<file path="config.mk">
export PLATFORM = sky130hd
export DESIGN_NAME = signed_vlong_encoder
export DESIGN_NICKNAME = d
export VERILOG_FILES = /design/src/hdl/sve_pkg.sv /design/src/hdl/sve_prep.sv /design/src/hdl/sve_classify.sv /design/src/hdl/sve_format.sv /design/src/hdl/sve_serial.sv /design/src/hdl/signed_vlong_encoder.sv
export SDC_FILE = /design/constraint.sdc
export NUM_CORES = 1
export LEC_CHECK = 0
export ABC_AREA = 0
export BUFFER_PORTS_ARGS = -buffer_cell sky130_fd_sc_hd__buf_2
export CAP_MARGIN = 20
export CORE_ASPECT_RATIO = 0.5
export CORE_MARGIN = 5
export CORE_UTILIZATION = 35
export CTS_BUF_LIST = sky130_fd_sc_hd__clkbuf_8 sky130_fd_sc_hd__clkbuf_16
export DETAILED_ROUTE_END_ITERATION = 6
export HOLD_SLACK_MARGIN = 0.1
export MAX_ROUTING_LAYER = met4
export PLACE_DENSITY = 0.53
export SETUP_SLACK_MARGIN = 0.15
export SYNTH_ARGS = -nofsm -noshare
export SYNTH_HDL_FRONTEND = slang
export SYNTH_HIERARCHICAL = 1
export SYNTH_SLANG_ARGS = --single-unit
</file>
<file path="constraint.sdc">
create_clock -name clk -period 11.5 [get_ports clk]
set_input_delay 2.3 -clock clk [delete_from_list [all_inputs] [get_ports clk]]
set_output_delay 2.3 -clock clk [all_outputs]
set_load 0.03 [all_outputs]
</file>
<file path="src/hdl/sve_pkg.sv">
// ----------------------------------------------------------------------------
// sve_pkg
// Types and constants shared by the signed variable-length encoder stages.
// ----------------------------------------------------------------------------
package sve_pkg;

  typedef enum logic [2:0] {
    FORM_SINGLE,
    FORM_C1,
    FORM_C2,
    FORM_C3,
    FORM_LONG
  } form_t;

  // compare flags found in the first stage
  typedef struct packed {
    logic single;
    logic c1;
    logic c2;
    logic c3;
  } flags_t;

  // chosen encoding and trailing byte count
  typedef struct packed {
    form_t      form;
    logic [3:0] nbytes;
  } cls_t;

  localparam logic [7:0] C1_BIAS   = 8'd52;
  localparam logic [7:0] C2_BIAS   = 8'd88;
  localparam logic [7:0] C3_BIAS   = 8'd112;
  localparam logic [7:0] LONG_BIAS = 8'd127;

  localparam logic [55:0] C1_LIMIT = 56'd20;
  localparam logic [47:0] C2_LIMIT = 48'd16;
  localparam logic [39:0] C3_LIMIT = 40'd8;
  localparam logic [63:0] POS_MAX  = 64'd127;
  localparam logic [63:0] NEG_MAX  = 64'd31;

endpackage

</file>
<file path="src/hdl/sve_prep.sv">
// ----------------------------------------------------------------------------
// sve_prep
// Stage 1: magnitude word and compare flags for the short forms.
// ----------------------------------------------------------------------------
module sve_prep (
  input  logic                clk,
  input  logic                rst,
  input  logic                in_valid,
  output logic                in_ready,
  input  logic [63:0]         value,
  output logic                out_valid,
  input  logic                out_ready,
  output logic [63:0]         u,
  output logic [63:0]         m,
  output sve_pkg::flags_t     flags
);
  import sve_pkg::*;

  logic [63:0] m_in;
  flags_t      flags_in;

  assign in_ready = !out_valid || out_ready;

  always_comb begin
    m_in = value[63] ? ~value : value;
    flags_in.single = value[63] ? (m_in <= NEG_MAX) : (m_in <= POS_MAX);
    flags_in.c1 = m_in[63:8] < C1_LIMIT;
    flags_in.c2 = m_in[63:16] < C2_LIMIT;
    flags_in.c3 = m_in[63:24] < C3_LIMIT;
  end

  always_ff @(posedge clk) begin
    if (rst) begin
      out_valid <= 1'b0;
    end else if (in_ready) begin
      out_valid <= in_valid;
    end
  end

  always_ff @(posedge clk) begin
    if (in_ready && in_valid) begin
      u     <= value;
      m     <= m_in;
      flags <= flags_in;
    end
  end

endmodule

</file>
<file path="src/hdl/sve_classify.sv">
// ----------------------------------------------------------------------------
// sve_classify
// Stage 2: picks the encoding form and the number of trailing bytes.
// ----------------------------------------------------------------------------
module sve_classify (
  input  logic                clk,
  input  logic                rst,
  input  logic                in_valid,
  output logic                in_ready,
  input  logic [63:0]         u_in,
  input  logic [63:0]         m,
  input  sve_pkg::flags_t     flags,
  output logic                out_valid,
  input  logic                out_ready,
  output logic [63:0]         u,
  output sve_pkg::cls_t       cls
);
  import sve_pkg::*;

  cls_t cls_in;

  assign in_ready = !out_valid || out_ready;

  always_comb begin
    cls_in.form   = FORM_LONG;
    cls_in.nbytes = 4'd8;
    if (flags.single) begin
      cls_in.form   = FORM_SINGLE;
      cls_in.nbytes = 4'd0;
    end else if (flags.c1) begin
      cls_in.form   = FORM_C1;
      cls_in.nbytes = 4'd1;
    end else if (flags.c2) begin
      cls_in.form   = FORM_C2;
      cls_in.nbytes = 4'd2;
    end else if (flags.c3) begin
      cls_in.form   = FORM_C3;
      cls_in.nbytes = 4'd3;
    end else if (m[63:31] == '0) begin
      cls_in.nbytes = 4'd4;
    end else if (m[63:39] == '0) begin
      cls_in.nbytes = 4'd5;
    end else if (m[63:47] == '0) begin
      cls_in.nbytes = 4'd6;
    end else if (m[63:55] == '0) begin
      cls_in.nbytes = 4'd7;
    end
  end

  always_ff @(posedge clk) begin
    if (rst) begin
      out_valid <= 1'b0;
    end else if (in_ready) begin
      out_valid <= in_valid;
    end
  end

  always_ff @(posedge clk) begin
    if (in_ready && in_valid) begin
      u   <= u_in;
      cls <= cls_in;
    end
  end

endmodule

</file>
<file path="src/hdl/sve_format.sv">
// ----------------------------------------------------------------------------
// sve_format
// Stage 3: builds the header byte and left-aligns the trailing bytes.
// ----------------------------------------------------------------------------
module sve_format (
  input  logic                clk,
  input  logic                rst,
  input  logic                in_valid,
  output logic                in_ready,
  input  logic [63:0]         u,
  input  sve_pkg::cls_t       cls,
  output logic                out_valid,
  input  logic                out_ready,
  output logic [7:0]          header,
  output logic [3:0]          nbytes,
  output logic [63:0]         data
);
  import sve_pkg::*;

  logic [7:0]  header_in;
  logic [5:0]  sh;
  logic [63:0] data_in;

  assign in_ready = !out_valid || out_ready;

  always_comb begin
    case (cls.form)
      FORM_SINGLE: header_in = u[7:0];
      FORM_C1:     header_in = u[15:8] - C1_BIAS;
      FORM_C2:     header_in = u[23:16] - C2_BIAS;
      FORM_C3:     header_in = u[31:24] - C3_BIAS;
      FORM_LONG:   header_in = {4'd0, cls.nbytes} + LONG_BIAS;
      default:     header_in = u[7:0];
    endcase
    // first trailing byte ends up in bits 63:56
    sh      = {3'(4'd8 - cls.nbytes), 3'b000};
    data_in = u << sh;
  end

  always_ff @(posedge clk) begin
    if (rst) begin
      out_valid <= 1'b0;
    end else if (in_ready) begin
      out_valid <= in_valid;
    end
  end

  always_ff @(posedge clk) begin
    if (in_ready && in_valid) begin
      header <= header_in;
      nbytes <= cls.nbytes;
      data   <= data_in;
    end
  end

endmodule

</file>
<file path="src/hdl/sve_serial.sv">
// ----------------------------------------------------------------------------
// sve_serial
// Output stage: header, then trailing bytes, one per cycle while not stalled.
// ----------------------------------------------------------------------------
module sve_serial (
  input  logic        clk,
  input  logic        rst,
  input  logic        in_valid,
  output logic        in_ready,
  input  logic [7:0]  header,
  input  logic [3:0]  nbytes,
  input  logic [63:0] data_in,
  output logic        out_valid,
  input  logic        out_stall,
  output logic [7:0]  out_byte,
  output logic        last
);
  logic [63:0] data;
  logic [3:0]  cnt;
  logic        taken;

  assign taken    = out_valid && !out_stall;
  // next item loads as the final byte of the current one leaves
  assign in_ready = !out_valid || (taken && last);

  always_ff @(posedge clk) begin
    if (rst) begin
      out_valid <= 1'b0;
      cnt       <= '0;
    end else if (in_ready) begin
      out_valid <= in_valid;
      if (in_valid) begin
        cnt <= nbytes;
      end
    end else if (taken) begin
      cnt <= cnt - 4'd1;
    end
  end

  always_ff @(posedge clk) begin
    if (in_ready && in_valid) begin
      out_byte <= header;
      last     <= (nbytes == 4'd0);
      data     <= data_in;
    end else if (taken && !last) begin
      out_byte <= data[63:56];
      last     <= (cnt == 4'd1);
      data     <= {data[55:0], 8'd0};
    end
  end

endmodule

</file>
<file path="src/hdl/signed_vlong_encoder.sv">
// ----------------------------------------------------------------------------
// signed_vlong_encoder
// Variable-length encoder for signed 64-bit values, byte-wide output.
// ----------------------------------------------------------------------------
// Each accepted value comes out as 1 to 9 bytes, header first, with last
// set on the final byte. Three register stages (compare flags, form
// select, header build and byte alignment) feed a byte serializer, so the
// first byte of a value reaches the output through those three registers
// and the serializer's output register. The serializer sends one byte per
// cycle while out_stall is low, and sends a header and then n trailing
// bytes per value, n being its trailing byte count (0 to 8): values in
// -32..127 are a lone header byte, the widest values nine bytes. The
// stages take a new value every cycle until the serializer backs them up;
// stall on either side drops and repeats nothing.
module signed_vlong_encoder (
  input  logic        clk,
  input  logic        rst,
  input  logic        in_valid,
  output logic        in_stall,
  input  logic [63:0] value,
  output logic        out_valid,
  input  logic        out_stall,
  output logic [7:0]  out_byte,
  output logic        last
);
  import sve_pkg::*;

  logic        s1_valid, s1_ready, s2_valid, s2_ready, s3_valid, s3_ready;
  logic        in_ready;
  logic [63:0] s1_u, s1_m, s2_u, s3_data;
  flags_t      s1_flags;
  cls_t        s2_cls;
  logic [7:0]  s3_header;
  logic [3:0]  s3_nbytes;

  assign in_stall = !in_ready;

  sve_prep u_prep (
    .clk       (clk),
    .rst       (rst),
    .in_valid  (in_valid),
    .in_ready  (in_ready),
    .value     (value),
    .out_valid (s1_valid),
    .out_ready (s1_ready),
    .u         (s1_u),
    .m         (s1_m),
    .flags     (s1_flags)
  );

  sve_classify u_classify (
    .clk       (clk),
    .rst       (rst),
    .in_valid  (s1_valid),
    .in_ready  (s1_ready),
    .u_in      (s1_u),
    .m         (s1_m),
    .flags     (s1_flags),
    .out_valid (s2_valid),
    .out_ready (s2_ready),
    .u         (s2_u),
    .cls       (s2_cls)
  );

  sve_format u_format (
    .clk       (clk),
    .rst       (rst),
    .in_valid  (s2_valid),
    .in_ready  (s2_ready),
    .u         (s2_u),
    .cls       (s2_cls),
    .out_valid (s3_valid),
    .out_ready (s3_ready),
    .header    (s3_header),
    .nbytes    (s3_nbytes),
    .data      (s3_data)
  );

  sve_serial u_serial (
    .clk       (clk),
    .rst       (rst),
    .in_valid  (s3_valid),
    .in_ready  (s3_ready),
    .header    (s3_header),
    .nbytes    (s3_nbytes),
    .data_in   (s3_data),
    .out_valid (out_valid),
    .out_stall (out_stall),
    .out_byte  (out_byte),
    .last      (last)
  );

endmodule

</file>
==> impl_metrics.ini, run 1 <==
[power]
comb_power_share = 0.068
clkPwrFrac = 0.408
p_per_area_nw_per_um2 = 163
power_leakage_nw = 5.90
netSwitchingPower_mw = 0.584
ir_drop_v = 0.0000832
total_power_mw = 2.68
swShare = 0.218
intPower_mw = 2.09
pwr-share-seq = 0.524

[floorplanning]
start_util = 0.356
die_h_um = 154
die-area_um2 = 45800
die-width_um = 298
core_um2 = 40700
placementRows = 52
io_pins = 79

[placed_design]
io_buffers = 78
gp_congestion = 0.898
dpl.hpwl_um = 22000
placed_cell_area_um2 = 15300

[timing]
timing.slew.headroom = 0.328
fmax_mhz = 163
finalCriticalPeriod_ns = 6.13
timing.final.hold_violations = 0
setup_viol = 0
tns_ns = 0
worstMarginPinSlew_ns = 1.01
slew_violations = 0
fin_crit_sh = 0.533
rsz0062_at_grt = false
fin_skew_ns = 0.0138

[cells_and_area]
final_common_cell = edfxtp_1
stdcell_area_um2 = 16400
syn2layout_area_growth_pct = 13.5
fin_nets = 1079
drive_above_1_share = 0.249
diodes = 0
layout_common_cells = edfxtp_1, buf_2, nor2_1

[worst_hold_path]
holdPathEnd = u_classify/u[12]
hp-class = flip-flop to flip-flop
hp-start = u_prep/u[12]
min_path_cells = 0

[clocking]
cts.clk_slew.worst_paths_ns = 0.06
clock-root-buffer = clkbuf_16
htreeDepth = 2
clk_path_buf_depth = 3
cts_resized = 0
cts_tree = built
cts_made_buffers = 34
clk_latency_ns = 0.51
holdBufCountCts = 0
postCtsSetupRepairBufs = 0
clock_sinks = 328

[setup_path]
crit_arrival_ns = 3.83
ff2ff_path_depth = 8
cp-end-kind = output pin
criticalPathCategory = input pin to output pin
crit_path_start_kind = input pin
cp_max_fo = 14
rrSetupSlack_ns = 8.13
r2r-end = u_format/data[57]
r2r-start = u_classify/cls[0]
worstPathRequired_ns = 9.20

[drt]
drc = 0
dr.pass1.iters = 5
finalWirelength_um = 32200
ant_nets = 0
vias = 7957
wl_per_cell_um = 20.5
drt_iter0_markers = 784
via_per_inst = 5.07

[logic_synthesis]
syn_avg_cell_area_um2 = 15.6
synthesis.area_um2 = 14500
synth_nets = 1005
synthCells = 930
yosys_warnings = 6

[outcome]
status = completed

[global_route]
antenna_found_initial = 0
grt_pass1_wl_um = 48700
track_usage = 0.141
grt_max_degree = 77
grt_pass1_vias = 7700
overflow = 0

[flow_run]
drv_cap = 0
==> critical path, stage by stage <==
cell,delay [ns]
buf_2,0.11
nand2b_1,0.17
nand2_1,0.30
nand2b_1,0.29
nand2b_1,0.20
nand2b_1,0.18
inv_1,0.07
buf_2,0.19
==> through the flow <==
stage                util  hold WS [ns]  setup WS (ns)  std cells
CTS                 0.404         0.417           5.37       1570
detailed placement  0.377         0.405           5.37       1508
global placement    0.377         0.402           5.46       1508
floorplan               -         0.400           5.53        930
finish              0.404         0.415           5.37       1570
global route        0.404         0.425           5.23       1570
==> power groups by stage <==
| stage | registers [mW] | clock network [mW] | logic [mW] |
|---|---|---|---|
| CTS | 1.40 | 1.12 | 0.182 |
| floorplan | 1.42 | 0 | 0.123 |
| global placement | 1.43 | 0 | 0.178 |
| detailed placement | 1.43 | 0 | 0.182 |
| finish | 1.40 | 1.09 | 0.182 |
| global route | 1.41 | 1.18 | 0.197 |
==> metal layers <==
| metal | share of wire | global-route usage | routed length (um) | vias up |
|---|---|---|---|---|
| met5 | 0 | - | 0 | - |
| met4 | 0.019 | 0.0329 | 619 | 0 |
| met3 | 0.060 | 0.0310 | 1920 | 49 |
| li1 | - | - | - | 3732 |
| met1 | 0.48 | 0.205 | 15500 | 3948 |
| met2 | 0.44 | 0.202 | 14100 | 228 |
==> worst max-delay path by stage <==
| stage | slack, ns | from | cells after the start | end |
|---|---|---|---|---|
| after floorplan | 5.53 | out_stall | 7 | u_prep/flags[0] |
| after detailed placement | 5.37 | out_stall | 8 | in_stall |
| final | 5.37 | out_stall | 8 | in_stall |
| after CTS | 5.37 | out_stall | 8 | in_stall |
| after global routing | 5.23 | out_stall | 8 | in_stall |
| after global placement | 5.46 | out_stall | 8 | in_stall |
==> registers in the layout (all words and copies together) (netlist names) <==
| signal | count |
|---|---|
| u_serial/last | 1 |
| u_serial/out_byte | 8 |
| u_prep/flags | 4 |
| u_format/header | 8 |
| u_classify/out_valid | 1 |
| u_prep/u | 64 |
| u_prep/out_valid | 1 |
| u_serial/data | 64 |
| u_classify/cls | 7 |
| u_format/nbytes | 4 |
| u_serial/out_valid | 1 |
| u_classify/u | 64 |
| u_format/data | 64 |
| u_serial/cnt | 4 |
| u_prep/m | 32 |
| u_format/out_valid | 1 |
==> area by class of cell <==
| type | instances | area, um2 |
|---|---|---|
| fill | 3691 | 24200 |
| inverter | 21 | 78.8 |
| sequential | 328 | 9770 |
| tap | 540 | 676 |
| clock buffer | 37 | 926 |
| timing repair buffer | 89 | 473 |
| multi-input combinational | 530 | 4310 |
| clock inverter | 25 | 194 |
Note: power is estimated with default switching activity, not from simulation.
==> run 2: changes to the inputs <==
PLACE_DENSITY = 0.55   (was 0.53)
clock period = 4.95 ns   (was 11.5 ns; I/O delays follow)
==> run 2 against run 1 <==
Clock power up 120%. Worst setup slack got worse by 3.9 ns. Design area grew 0.21%. Register-to-register slack got worse by 6.2 ns. Sequential power grew 130%. Routed wire length increased by 1.5%. Critical path depth unchanged. First-iteration DRC count rose by 3.7%. Critical endpoint unchanged.
==> impl_metrics.ini, run 2 (synthesis results as in run 1) <==
[setup_path]
cp_max_fo = 14
crit_path_start_kind = input pin
criticalPathCategory = input pin to output pin
worstPathCellList = buf_2, nand2b_1, nand2_1, nand2b_1, nand2b_1, nand2b_1, inv_1, buf_2
crit_top_cell = nand2b_1
r2r-start = u_classify/cls[0]
ff2ff_path_depth = 5
r2r-end = u_format/data[37]
slowest_stage = nand2_1
worstPathRequired_ns = 3.96
crit_arrival_ns = 2.46
rrSetupSlack_ns = 1.93
cp-end-kind = output pin
cp_slowest_stage_delay_ns = 0.30

[timing]
whs_ns = 0.410
worstMarginPinSlew_ns = 1.10
fin_crit_sh = 0.698
timing.final.hold_violations = 0
slew_violations = 0
timing.slew.headroom = 0.260
fmax_mhz = 289
setup_viol = 0
rsz0062_at_grt = false
tns_ns = 0
fin_skew_ns = 0.0226
finalCriticalPeriod_ns = 3.45

[worst_hold_path]
min_path_cells = 0
hp-class = flip-flop to flip-flop
hp-start = u_prep/u[54]
holdPathEnd = u_classify/u[54]

[floorplanning]
io_pins = 79
placementRows = 52
die-width_um = 298
core_um2 = 40700
start_util = 0.356
die_h_um = 154
die-area_um2 = 45800

[global_route]
track_usage = 0.144
overflow = 0
grt_pass1_wl_um = 49300
grt_pass1_vias = 7783
grt_max_degree = 65
antenna_found_initial = 2

[clocking]
cts.clk_slew.worst_paths_ns = 0.06
postCtsSetupRepairBufs = 0
holdBufCountCts = 0
clock-root-buffer = clkbuf_16
clk_latency_ns = 0.51
cts_tree = built
clock_sinks = 328
clk_path_buf_depth = 3
htreeDepth = 2
cts_made_buffers = 34
cts_resized = 0

[drt]
finalWirelength_um = 32700
wl_per_cell_um = 20.8
dr.pass1.iters = 5
vias = 8041
via_per_inst = 5.11
drt_iter0_markers = 813
ant_nets = 0
drc = 0

[power]
power_leakage_nw = 5.90
intPower_mw = 4.76
p_per_area_nw_per_um2 = 371
swShare = 0.220
pwr-share-seq = 0.534
ir_drop_v = 0.000196
comb_power_share = 0.070
clkPwrFrac = 0.395
netSwitchingPower_mw = 1.34

[cells_and_area]
seq_area_um2 = 9770
fillers = 3647
layout_common_cells = edfxtp_1, buf_2, nor2_1
syn2layout_area_growth_pct = 13.7
final_common_cell = edfxtp_1
multi_input_area_um2 = 4310
stdcell_count = 1573
final_util = 0.405
fin_nets = 1082
drive_above_1_share = 0.246

[placed_design]
gp_congestion = 0.903
dp_cells = 1510
dpl.hpwl_um = 23000
io_buffers = 78

[outcome]
status = completed

[flow_run]
drv_cap = 0
[run 2: final cells by class]
cell class,instances,share of cell area
Sequential cell,328,0.593
Multi-Input combinational cell,530,0.262
Clock buffer,37,0.0562
Tap cell,540,0.0410
Timing Repair Buffer,92,0.0339
Clock inverter,24,0.00859
Inverter,21,0.00479
Antenna cell,1,0.000152
[run 2: worst max-delay path by stage]
stage               slack, ns  depth (start not counted)               to       from
finish                   1.50                          8         in_stall  out_stall
global placement         1.54                          8         in_stall  out_stall
floorplan                0.29                          7  u_prep/flags[0]  out_stall
global route             1.37                          8         in_stall  out_stall
CTS                      1.50                          8         in_stall  out_stall
detailed placement       1.43                          8     u_prep/m[47]  out_stall
[run 2: critical path, delay by kind of cell]
family / cells / cell delay (ns)
buf+inv: 3 / 0.35
simple gates: 5 / 1.12
[run 2: routing by layer]
metal  part of all wire  routed length, um  global-route usage
met2               0.44              14500               0.206
met5                  0                  0                   -
met3              0.058               1900              0.0335
met1               0.48              15700               0.206
met4              0.018                585              0.0379
[run 2: through the flow]
stage               instance area [um2]  power, mW  setup slack, ns
finish                            16500       6.10             1.50
global route                      16500       6.35             1.37
CTS                               16400       6.18             1.50
detailed placement                15400       3.75             1.43
global placement                  15400       3.73             1.54
floorplan                         14500       3.58            0.294
[run 2: power by group through the flow]
| stage | Clock [mW] | Sequential [mW] | Combinational [mW] |
|---|---|---|---|
| after global placement | 0 | 3.32 | 0.416 |
| after global routing | 2.61 | 3.27 | 0.465 |
| final | 2.41 | 3.26 | 0.429 |
| after detailed placement | 0 | 3.32 | 0.424 |
| after CTS | 2.49 | 3.26 | 0.425 |
| after floorplan | 0 | 3.29 | 0.285 |
